`config.mk`:
```
export PLATFORM = sky130hd
export DESIGN_NAME = next_prime_search
export DESIGN_NICKNAME = d
export VERILOG_FILES = /design/src/sv/npr_pkg.sv /design/src/sv/next_prime_search.sv /design/src/sv/npr_rem.sv
export SDC_FILE = /design/constraint.sdc
export NUM_CORES = 1
export LEC_CHECK = 0
export ABC_AREA = 1
export BUFFER_PORTS_ARGS = -buffer_cell sky130_fd_sc_hd__buf_2
export CORE_MARGIN = 2
export CORE_UTILIZATION = 52
export CTS_CLUSTER_SIZE = 16
export DETAILED_ROUTE_END_ITERATION = 7
export PLACE_DENSITY = 0.67
export SYNTH_ARGS = -nofsm -noshare
export SYNTH_HDL_FRONTEND = slang
export SYNTH_SLANG_ARGS = --single-unit
```
`constraint.sdc`:
```
create_clock -name clk -period 10.2 [get_ports clk]
set_input_delay 0.51 -clock clk [delete_from_list [all_inputs] [get_ports clk]]
set_output_delay 0.51 -clock clk [all_outputs]
set_load 0.01 [all_outputs]
```
`src/sv/npr_pkg.sv`:
```
// Shared types and constants for the next-prime search block.
// No dependencies; used by npr_rem and next_prime_search.
package npr_pkg;

    localparam int unsigned TWO       = 2;
    localparam int unsigned THREE     = 3;
    localparam int unsigned FIRST_DIV = 5;
    localparam int unsigned DIV_STEP  = 6;
    localparam int unsigned FIRST_SQ  = FIRST_DIV * FIRST_DIV;
    // (d+6)^2 - d^2 = 12*d + 36
    localparam int unsigned SQ_STEP   = DIV_STEP * DIV_STEP;

    typedef struct packed {
        logic busy;
        logic done;
        logic zero;
    } rem_stat_t;

    typedef enum logic [6:0] {
        S_IDLE  = 7'b0000001,
        S_CAND  = 7'b0000010,
        S_DIV3  = 7'b0000100,
        S_TEST  = 7'b0001000,
        S_DIVA  = 7'b0010000,
        S_DIVB  = 7'b0100000,
        S_FOUND = 7'b1000000
    } state_t;

endpackage

```
`src/sv/next_prime_search.sv`:
```
// Next prime strictly above a start value, by trial division.
// Sequencer over the shared remainder unit npr_rem; depends on npr_pkg.
//
// channel  dir  fields (low bit up)          accepted when
// s_*      in   tdata: start_value            s_tvalid & s_tready
// m_*      out  tdata: next_prime_value       m_tvalid & m_tready
//
// Each trial division is one pass through the remainder unit; a candidate is divided
// by 3, then by d and d+2 for d = 5 upward in steps of 6 while d*d does not exceed
// it, until a prime is found. Start values 0 and 1 give 2 without a search.
// s_tready is high only while the sequencer is idle; a finished result waits in
// the output register, and the next request is taken while it waits.
// Reset clears the sequencer and the output valid flag.
module next_prime_search #(
    parameter int unsigned VALUE_BITS = 16
) (
    input  logic                                  clk,
    input  logic                                  rst_n,
    input  logic                                  s_tvalid,
    output logic                                  s_tready,
    input  logic [((VALUE_BITS+7)/8)*8-1:0]       s_tdata,  // start_value
    output logic                                  m_tvalid,
    input  logic                                  m_tready,
    output logic [((VALUE_BITS+8)/8)*8-1:0]       m_tdata   // next_prime_value
);
    import npr_pkg::*;

    localparam int unsigned CW     = VALUE_BITS + 1;
    localparam int unsigned SW     = 2 * CW;
    localparam int unsigned OUT_W  = ((VALUE_BITS + 8) / 8) * 8;

    state_t          state_reg, state_next;
    logic [CW-1:0]   cand_reg, cand_next;
    logic [CW-1:0]   d_reg, d_next;
    logic [SW-1:0]   sq_reg, sq_next;
    logic [CW-1:0]   out_reg, out_next;
    logic            out_valid_reg, out_valid_next;
    logic            rem_start;
    logic [CW-1:0]   rem_div;
    rem_stat_t       rem_stat;
    logic [VALUE_BITS-1:0] start_val;
    logic [SW-1:0]   d_wide;

    assign start_val = s_tdata[VALUE_BITS-1:0];
    assign d_wide    = SW'(d_reg);

    npr_rem #(
        .W (CW)
    ) u_rem (
        .clk      (clk),
        .rst_n    (rst_n),
        .start    (rem_start),
        .dividend (cand_reg),
        .divisor  (rem_div),
        .stat     (rem_stat)
    );

    always_comb
    begin
        state_next     = state_reg;
        cand_next      = cand_reg;
        d_next         = d_reg;
        sq_next        = sq_reg;
        out_next       = out_reg;
        out_valid_next = out_valid_reg;
        rem_start      = 1'b0;
        rem_div        = d_reg;
        if (m_tready)
            out_valid_next = 1'b0;
        case (state_reg)
            S_IDLE:
            begin
                if (s_tvalid)
                begin
                    if (start_val <= VALUE_BITS'(1))
                    begin
                        cand_next  = CW'(TWO);
                        state_next = S_FOUND;
                    end
                    else
                    begin
                        cand_next  = {1'b0, start_val} + CW'(1);
                        state_next = S_CAND;
                    end
                end
            end
            S_CAND:
            begin
                if (cand_reg <= CW'(THREE))
                    state_next = S_FOUND;
                else if (!cand_reg[0])
                    cand_next = cand_reg + CW'(1);
                else
                begin
                    rem_div    = CW'(THREE);
                    rem_start  = 1'b1;
                    state_next = S_DIV3;
                end
            end
            S_DIV3:
            begin
                if (rem_stat.done)
                begin
                    if (rem_stat.zero)
                    begin
                        cand_next  = cand_reg + CW'(1);
                        state_next = S_CAND;
                    end
                    else
                    begin
                        d_next     = CW'(FIRST_DIV);
                        sq_next    = SW'(FIRST_SQ);
                        state_next = S_TEST;
                    end
                end
            end
            S_TEST:
            begin
                if (sq_reg > SW'(cand_reg))
                    state_next = S_FOUND;
                else
                begin
                    rem_start  = 1'b1;
                    state_next = S_DIVA;
                end
            end
            S_DIVA:
            begin
                if (rem_stat.done)
                begin
                    if (rem_stat.zero)
                    begin
                        cand_next  = cand_reg + CW'(1);
                        state_next = S_CAND;
                    end
                    else
                    begin
                        rem_div    = d_reg + CW'(TWO);
                        rem_start  = 1'b1;
                        state_next = S_DIVB;
                    end
                end
            end
            S_DIVB:
            begin
                if (rem_stat.done)
                begin
                    if (rem_stat.zero)
                    begin
                        cand_next  = cand_reg + CW'(1);
                        state_next = S_CAND;
                    end
                    else
                    begin
                        d_next     = d_reg + CW'(DIV_STEP);
                        sq_next    = sq_reg + (d_wide << 3) + (d_wide << 2) + SW'(SQ_STEP);
                        state_next = S_TEST;
                    end
                end
            end
            S_FOUND:
            begin
                if (!out_valid_reg || m_tready)
                begin
                    out_next       = cand_reg;
                    out_valid_next = 1'b1;
                    state_next     = S_IDLE;
                end
            end
            default:
            begin
                state_next = S_IDLE;
            end
        endcase
    end

    always_ff @(posedge clk or negedge rst_n)
    begin
        if (!rst_n)
        begin
            state_reg     <= S_IDLE;
            out_valid_reg <= 1'b0;
        end
        else
        begin
            state_reg     <= state_next;
            out_valid_reg <= out_valid_next;
        end
    end

    always_ff @(posedge clk)
    begin
        cand_reg <= cand_next;
        d_reg    <= d_next;
        sq_reg   <= sq_next;
        out_reg  <= out_next;
    end

    assign s_tready = (state_reg == S_IDLE);
    assign m_tvalid = out_valid_reg;
    assign m_tdata  = OUT_W'(out_reg);

`ifndef SYNTHESIS
    a_idle_unit_quiet: assert property (@(posedge clk) disable iff (!rst_n)
        (state_reg == S_IDLE) |-> !rem_stat.busy)
        else $error("remainder unit busy while idle");

    a_done_in_wait: assert property (@(posedge clk) disable iff (!rst_n)
        rem_stat.done |-> (state_reg == S_DIV3 || state_reg == S_DIVA || state_reg == S_DIVB))
        else $error("remainder result outside a wait state");

    a_result_min: assert property (@(posedge clk) disable iff (!rst_n)
        m_tvalid |-> (out_reg >= CW'(TWO)))
        else $error("result below two");
`endif

endmodule

```
`src/sv/npr_rem.sv`:
```
// Iterative restoring remainder unit, one quotient bit per cycle.
// Depends on npr_pkg (rem_stat_t).
module npr_rem #(
    parameter int unsigned W = 17
) (
    input  logic              clk,
    input  logic              rst_n,
    input  logic              start,
    input  logic [W-1:0]      dividend,
    input  logic [W-1:0]      divisor,
    output npr_pkg::rem_stat_t stat
);
    import npr_pkg::*;

    localparam int unsigned CNT_W = $clog2(W + 1);

    logic [W-1:0]     rem_reg, rem_next;
    logic [W-1:0]     shift_reg, shift_next;
    logic [W-1:0]     div_reg, div_next;
    logic [CNT_W-1:0] cnt_reg, cnt_next;
    logic             busy_reg, busy_next;
    logic             done_reg, done_next;
    logic [W:0]       trial;
    logic [W:0]       diff;

    assign trial = {rem_reg, shift_reg[W-1]};
    assign diff  = trial - {1'b0, div_reg};

    always_comb
    begin
        rem_next   = rem_reg;
        shift_next = shift_reg;
        div_next   = div_reg;
        cnt_next   = cnt_reg;
        busy_next  = busy_reg;
        done_next  = 1'b0;
        if (start)
        begin
            rem_next   = '0;
            shift_next = dividend;
            div_next   = divisor;
            cnt_next   = CNT_W'(W);
            busy_next  = 1'b1;
        end
        else if (busy_reg)
        begin
            if (trial >= {1'b0, div_reg})
                rem_next = diff[W-1:0];
            else
                rem_next = trial[W-1:0];
            shift_next = {shift_reg[W-2:0], 1'b0};
            cnt_next   = cnt_reg - CNT_W'(1);
            if (cnt_reg == CNT_W'(1))
            begin
                busy_next = 1'b0;
                done_next = 1'b1;
            end
        end
    end

    always_ff @(posedge clk or negedge rst_n)
    begin
        if (!rst_n)
        begin
            busy_reg <= 1'b0;
            done_reg <= 1'b0;
            cnt_reg  <= '0;
        end
        else
        begin
            busy_reg <= busy_next;
            done_reg <= done_next;
            cnt_reg  <= cnt_next;
        end
    end

    always_ff @(posedge clk)
    begin
        rem_reg   <= rem_next;
        shift_reg <= shift_next;
        div_reg   <= div_next;
    end

    assign stat.busy = busy_reg;
    assign stat.done = done_reg;
    assign stat.zero = (rem_reg == '0);

endmodule
```
Word-level counts from Yosys, hierarchy flattened
Index checks and enable logic that the tools add are counted.
{"block": "op_classes", "magnitude_cmp": 4, "eq_ne": 21, "add_sub_neg": 9, "n_mux": 53, "n_reduce_logical": 13}
{"op": "2-to-1 mux 17 bit", "count": 17}
{"op": "2-to-1 mux 34 bit", "count": 4}
{"op": "one-hot mux 17 bit (2 select lines)", "count": 2}
{"op": "one-hot mux 34 bit (2 select lines)", "count": 1}
{"op": "2-to-1 mux 7 bit", "count": 8}
{"op": "one-hot mux 17 bit (3 select lines)", "count": 1}
{"op": "one-hot mux 7 bit (6 select lines)", "count": 1}
{"op": "adder 34 x 19 -> 34 bit", "count": 1}
{"op": "adder 34 x 20 -> 34 bit", "count": 1}
{"op": "adder 34 x 6 -> 34 bit, second input constant", "count": 1}
{"op": "greater-than comparator 34 x 17 -> 1 bit", "count": 1}
{"op": ">= comparator 18 x 17 -> 1 bit", "count": 1}
{"op": "adder 16 x 1 -> 17 bit, second input constant", "count": 1}
{"op": "adder 17 x 1 -> 17 bit, second input constant", "count": 1}
{"op": "adder 17 x 2 -> 17 bit, second input constant", "count": 1}
{"op": "adder 17 x 3 -> 17 bit, second input constant", "count": 1}
{"op": "<= comparator 17 x 2 -> 1 bit, second input constant", "count": 1}
{"op": "zero test 17 bit", "count": 1}
{"op": "subtractor 17 bit", "count": 1}
{"op": "<= comparator 16 x 1 -> 1 bit, second input constant", "count": 1}
{"op": "AND reduction 5 bit", "count": 3}
{"op": "2-to-1 mux 1 bit", "count": 14}
{"op": "inequality test 2 x 1 -> 1 bit, second input constant", "count": 6}
{"op": "inequality test 2 bit, second input constant", "count": 6}
{"op": "22 further kinds", "count": 24}
{"block": "totals", "input_bits": 20, "ff_bits": 151, "wordCells": 113, "out_inout_bits": 26}

Longest topological paths before layout
{"block": "logic_depth", "depth_word": 6, "depth_mapped": 18, "mapped_depth_nobuf": 18}

Modules after synthesis
Synthesis repeated with hierarchy kept, for this count alone.
{"block": "hier_totals", "cells_unflattened": 1516, "hier_area_um2": 11469.8}
{"module": "next_prime_search", "cells_each": 1037, "seq_area_each_um2": 2633.8, "area_per_inst_um2": 7851.3, "instances": 1}
{"module": "npr_rem", "cells_each": 479, "seq_area_each_um2": 1536.5, "area_per_inst_um2": 3618.5, "instances": 1}

Least setup slack after synthesis
OpenSTA, ideal clock, no wires.
{"block": "synth_timing", "kind": "register to register", "start": "register state_reg[1]", "end": "register d_reg[10] (enable)", "setup_slack_ns": 6.335, "period_less_slack_ns": 3.865, "path_buffers": 1, "t_required_ns": 9.733, "arrival_time_ns": 3.398, "path_stages_with_launch": 7, "setup_ns": 0.467, "path_cell_list": "dfrtp_1 > nor2_2 > nand2_1 > inv_2 > nand4_2 > clkbuf_1 > a21oi_1"}
{"block": "synth_via", "elab_chain_len": 3, "elab_cells_between_ends": 8, "classes_between": "eq/ne: 6; reduce/logical: 2"}
{"item": "from (decl)", "line": "next_prime_search.sv:32", "rtl": "state_t state_reg, state_next;"}
{"item": "from (signal assigned)", "line": "next_prime_search.sv:186", "rtl": "state_reg <= state_next;"}
{"item": "equality test 7 x 3 -> 1 bit / equality test 7 x 6 -> 1 bit (equally long branches)", "line": "next_prime_search.sv:70", "rtl": "case (state_reg)"}
{"item": "inequality test 2 x 1 -> 1 bit (no line) (tied with other cells)"}
{"item": "AND reduction 5 bit (no line) *"}
{"item": "to (signal assigned)", "line": "next_prime_search.sv:194", "rtl": "d_reg <= d_next;"}
{"item": "to (decl)", "line": "next_prime_search.sv:34", "rtl": "logic [CW-1:0] d_reg, d_next;"}
Every way passes the cells marked *; elsewhere a longest branch is shown, timed or not.
A chain may end at the register's enable or synchronous reset.

Worst setup path after layout
{"block": "layout_timing", "start": "register d_reg[1]", "end": "register sq_reg[30], data pin"}
{"block": "layout_via", "elab_chain_len": 6}
{"item": "adder 34 x 20 -> 34 bit", "line": "next_prime_search.sv:156", "rtl": "sq_next = sq_reg + (d_wide << 3) + (d_wide << 2) + SW'(SQ_STEP);"}
{"item": "adder 34 x 19 -> 34 bit *", "line": "next_prime_search.sv:156"}
{"item": "adder 34 x 6 -> 34 bit *", "line": "next_prime_search.sv:156"}
{"item": "2-to-1 mux 34 bit *", "line": "next_prime_search.sv:148", "rtl": "if (rem_stat.zero)"}
{"item": "2-to-1 mux 34 bit *", "line": "next_prime_search.sv:146", "rtl": "if (rem_stat.done)"}
{"item": "one-hot mux 34 bit (2 select lines) *", "line": "next_prime_search.sv:70"}
{"item": "to (signal assigned)", "line": "next_prime_search.sv:195", "rtl": "sq_reg <= sq_next;"}
{"item": "to (decl)", "line": "next_prime_search.sv:35", "rtl": "logic [SW-1:0] sq_reg, sq_next;"}
Every way passes the cells marked *; elsewhere a longest branch is shown, timed or not. The select of a mux whose other input is x is not followed.

==> summary.txt <==
Route
  • WL per Instance: around 16 um
  • Avg Vias per Cell: 5.383
  • Remaining DRCs: 0
  • Drt first pass iters: 8
  • Vias post-DR: approximately 10000
  • Final wirelength: 29160 um
  • DR iter-0 viols: 720
  • Final antenna-violating net count: 0

Clock tree
  • CTS Buf Count: 17
  • Clock transition at path regs: 0.07 ns
  • Clk root buf: clkbuf_16
  • H-tree levels: 4
  • Post-CTS setup buffers: 0
  • Worst skew pair latency: 0.43 ns
  • Max Buffers Root-to-Sink: 2
  • CTS tree: yes
  • Clock Sinks: between 100 and 150

Die
  • Die Height: approximately 150 um
  • Die Area: 23360 um2
  • Horiz. Die Dim: approximately 150 um
  • Initial Utilization: 52.96%
  • Placeable Area: 21760 um2
  • Row cnt: 54
  • Ports: 46

Hold path
  • Min-delay worst type: primary input to flip-flop
  • Min-delay src: m_tready

STA
  • Worst clock skew: 0.01268 ns
  • Final period util: around a third
  • F_max: about 300 MHz
  • Rel. slew slack: 26.34%
  • RSZ-0062 raised after global routing: false
  • Count of pins over their slew limit: 0
  • Slew of the pin with the lowest slew margin: 1.104 ns
  • Setup Viol. Count Final: 0
  • Tmin final: 3.423 ns
  • Setup TNS Final: 0 ns
  • Final Hold Viols: 0

Global route
  • Vias in the first global route: 9580
  • Initial antenna violation count: 0
  • Largest net degree at the start of global routing: 48
  • Total GRT Usage: 25.40%
  • Grt total ovfl: 0
  • Global-route wire length before repair: 48020 um

Worst setup path
  • CP Class: flip-flop to flip-flop
  • CP max stage delay: roughly 0.54 ns
  • Critical Path Sink Type: flip-flop
  • Worst path cell trace: inv_1 > fa_1 > inv_1 > ha_1 > ha_1 > inv_1 > fa_1 > inv_1 > nand3_1 > nand2_1 > a21oi_1 > inv_1 > nand2_1 > nand2_1 > nand3_1 > a21oi_1 > nor2_1
  • Crit path launch type: flip-flop
  • Slowest CP cell: fa_1
  • Most used cell, CP: inv_1
  • Req. time, crit path: slightly above 10 ns
  • Crit-path max FO: 7
  • Buffers & Inverters on Critical Path: 5
  • Reg-to-reg startpoint: d_reg[1]$_SDFFCE_PP0P_
  • Critical path origin: d_reg[1]$_SDFFCE_PP0P_
  • Family with the most delay on the worst path: adder cells
  • Worst Path Arrival: around 3.6 ns

Pwr
  • Combinational power share: 40.5%
  • Pwr Total: 2.737 mW
  • Switch Pwr: 1.148 mW
  • Sequential power share: 36.3%
  • Internal power: 1.590 mW
  • LEAKAGE: a little over 6 nW
  • Sw frac: 41.92%
  • Clock power frac: between 20% and 30%
  • Worst VDD drop: 0.0001027 V
  • PwrDens: 218.2 nW/um2

Yosys
  • FFs w/ async S/R, synth: 10.20%
  • Mapped cell area: 11520 um2
  • Yosys warnings: 0
  • Ys flop type: edfxtp_1
  • Register area share after synthesis: 36.19%
  • Mapped Avg Cell Area: about 7.6 um2
  • Yosys reg bits: 147
  • Number of flops mapped to enable cells by yosys: 115
  • Post-Synthesis Cells: 1523
  • Post-synth cell types: 54

Cells and area
  • Fraction of layout cells with a size suffix above 1: 9.079%
  • Area occupied by multi-input gates: 6203 um2
  • Fin util: a little under 60%
  • Antenna diode count: 0
  • Max reg flops: 31
  • Post-layout nets: 1691
  • Fill cell count: 2042
  • Final non-filler cell area: between 10000 and 15000 um2
  • Area grow syn2layout: 8.861%
  • Reg area: about 4200 um2

Placement
  • IO Port Bufs: 38
  • Hpwl dp: about 23000 um
  • RePlAce Congestion: 0.9345
  • Area after DPL: 11940 um2

Run status
  • Status: finished, final reports clean

Run
  • Max_cap viols: 0
[worst paths after layout]
check / to / slack (ns) / cells past startpoint
setup / recovery: sq_reg[30]$_SDFFCE_PP0P_ / 6.78 / 17
hold / removal: m_tvalid$_DFF_PN0_ / 0.36 / 4
setup reg to reg: sq_reg[30]$_SDFFCE_PP0P_ / 6.78 / 17
hold reg to reg: out_reg[15]$_DFFE_PP_ / 0.49 / 0
max in group asynchronous: state_reg[0]$_DFFE_PN1P_ / 9.37 / 2
min in group asynchronous: u_rem.cnt_reg[3]$_DFFE_PN0P_ / 0.51 / 2
[layout by cell type, fill, tap and decap left out, drive strengths merged, types with 3 or more instances in the layout]
master | synthesis | layout
o21a | 5 | 5
inv | 262 | 271
o22ai | 8 | 8
nor2 | 138 | 138
nand2 | 393 | 393
xor2 | 20 | 20
o211ai | 4 | 4
or2 | 5 | 5
o221ai | 5 | 5
clkbuf | 6 | 17
o21ai | 70 | 70
nand3b | 15 | 15
conb | 2 | 8
nand3 | 118 | 118
edfxtp | 115 | 115
buf | 23 | 42
clkinv | 3 | 6
and2 | 4 | 4
a31oi | 3 | 3
nand4 | 28 | 28
fa | 17 | 17
nor4 | 4 | 4
a21oi | 109 | 109
xnor2 | 11 | 11
ha | 92 | 92
dfxtp | 17 | 17
dfrtp | 14 | 14
nor3 | 24 | 24
[synth_stat cells, types with 11 or more instances]
cell,count,area [um2]
nand2_1,384,1441
xor2_1,20,175.2
fa_1,17,340.3
nand4_1,26,162.7
edfxtp_1,115,3453
a21oi_2,16,140.1
dfrtp_1,14,350.3
a21oi_1,93,465.5
ha_1,92,1151
nand3_1,116,580.6
nor2_1,127,476.7
inv_1,245,919.6
xnor2_1,11,96.34
nor3_1,23,115.1
nand3b_1,15,112.6
dfxtp_1,17,340.3
o21ai_0,66,330.3
inv_2,16,60.06
[logic make-up after synthesis]
| group | Yosys count | synth area share (%) |
|---|---|---|
| compound gates | 207 | 10.22 |
| xor+xnor | 31 | 2.356 |
| fa+ha+maj | 109 | 12.94 |
| mux | 1 | 0.08688 |
| simple gates | 732 | 27.87 |
| buf+inv | 294 | 10.26 |
| other cells | 2 | 0.06518 |
| flops | 147 | 36.19 |
[layout make-up]
type | instances | area share, %
clock buffer | 17 | 3.392
clock inverter | 15 | 1.317
multi-input combinational | 1088 | 49.46
timing repair buffer | 43 | 1.835
tap | 280 | 2.793
sequential | 147 | 33.25
inverter | 265 | 7.960
[routing by layer]
layer  vias up  part of all wire (%)  global-route usage, %
met5         -                     0                      0
met4         0                   1.8                  7.363
met3        44                   6.1                  5.217
met2       295                    47                  42.07
met1      4597                    45                  33.86
li1       5049                     -                      -
[power groups by stage]
stage	clock network, mW	registers (mW)	logic (mW)
floorplan	0	0.935	0.897
global placement	0	1.00	1.08
detailed placement	0	1.00	1.10
CTS	0.646	0.991	1.11
global route	0.671	1.01	1.27
finish	0.635	0.994	1.11
[through the flow]
step	cells	hold WS, ns	setup slack, ns
3_5_place_dp	1822	0.4304	6.837
5_1_grt	1855	0.3551	6.512
3_3_place_gp	1822	0.4368	6.858
4_1_cts	1855	0.3501	6.815
6_report	1855	0.3604	6.777
2_1_floorplan	1529	0.2144	6.335
[worst min-delay path, cell delays in order]
cell and delay (ns):
buf_2 0.07, inv_1 0.06, nand2_1 0.06, nand2_1 0.04
[timing repair]
| item | in CTS | in global routing |
|---|---|---|
| hold buffers | 1 | 0 |
| resized for setup | 0 | 0 |
| endpoints found under the hold margin | 14 | 0 |
No activity file was read; power rests on OpenSTA's default activity.
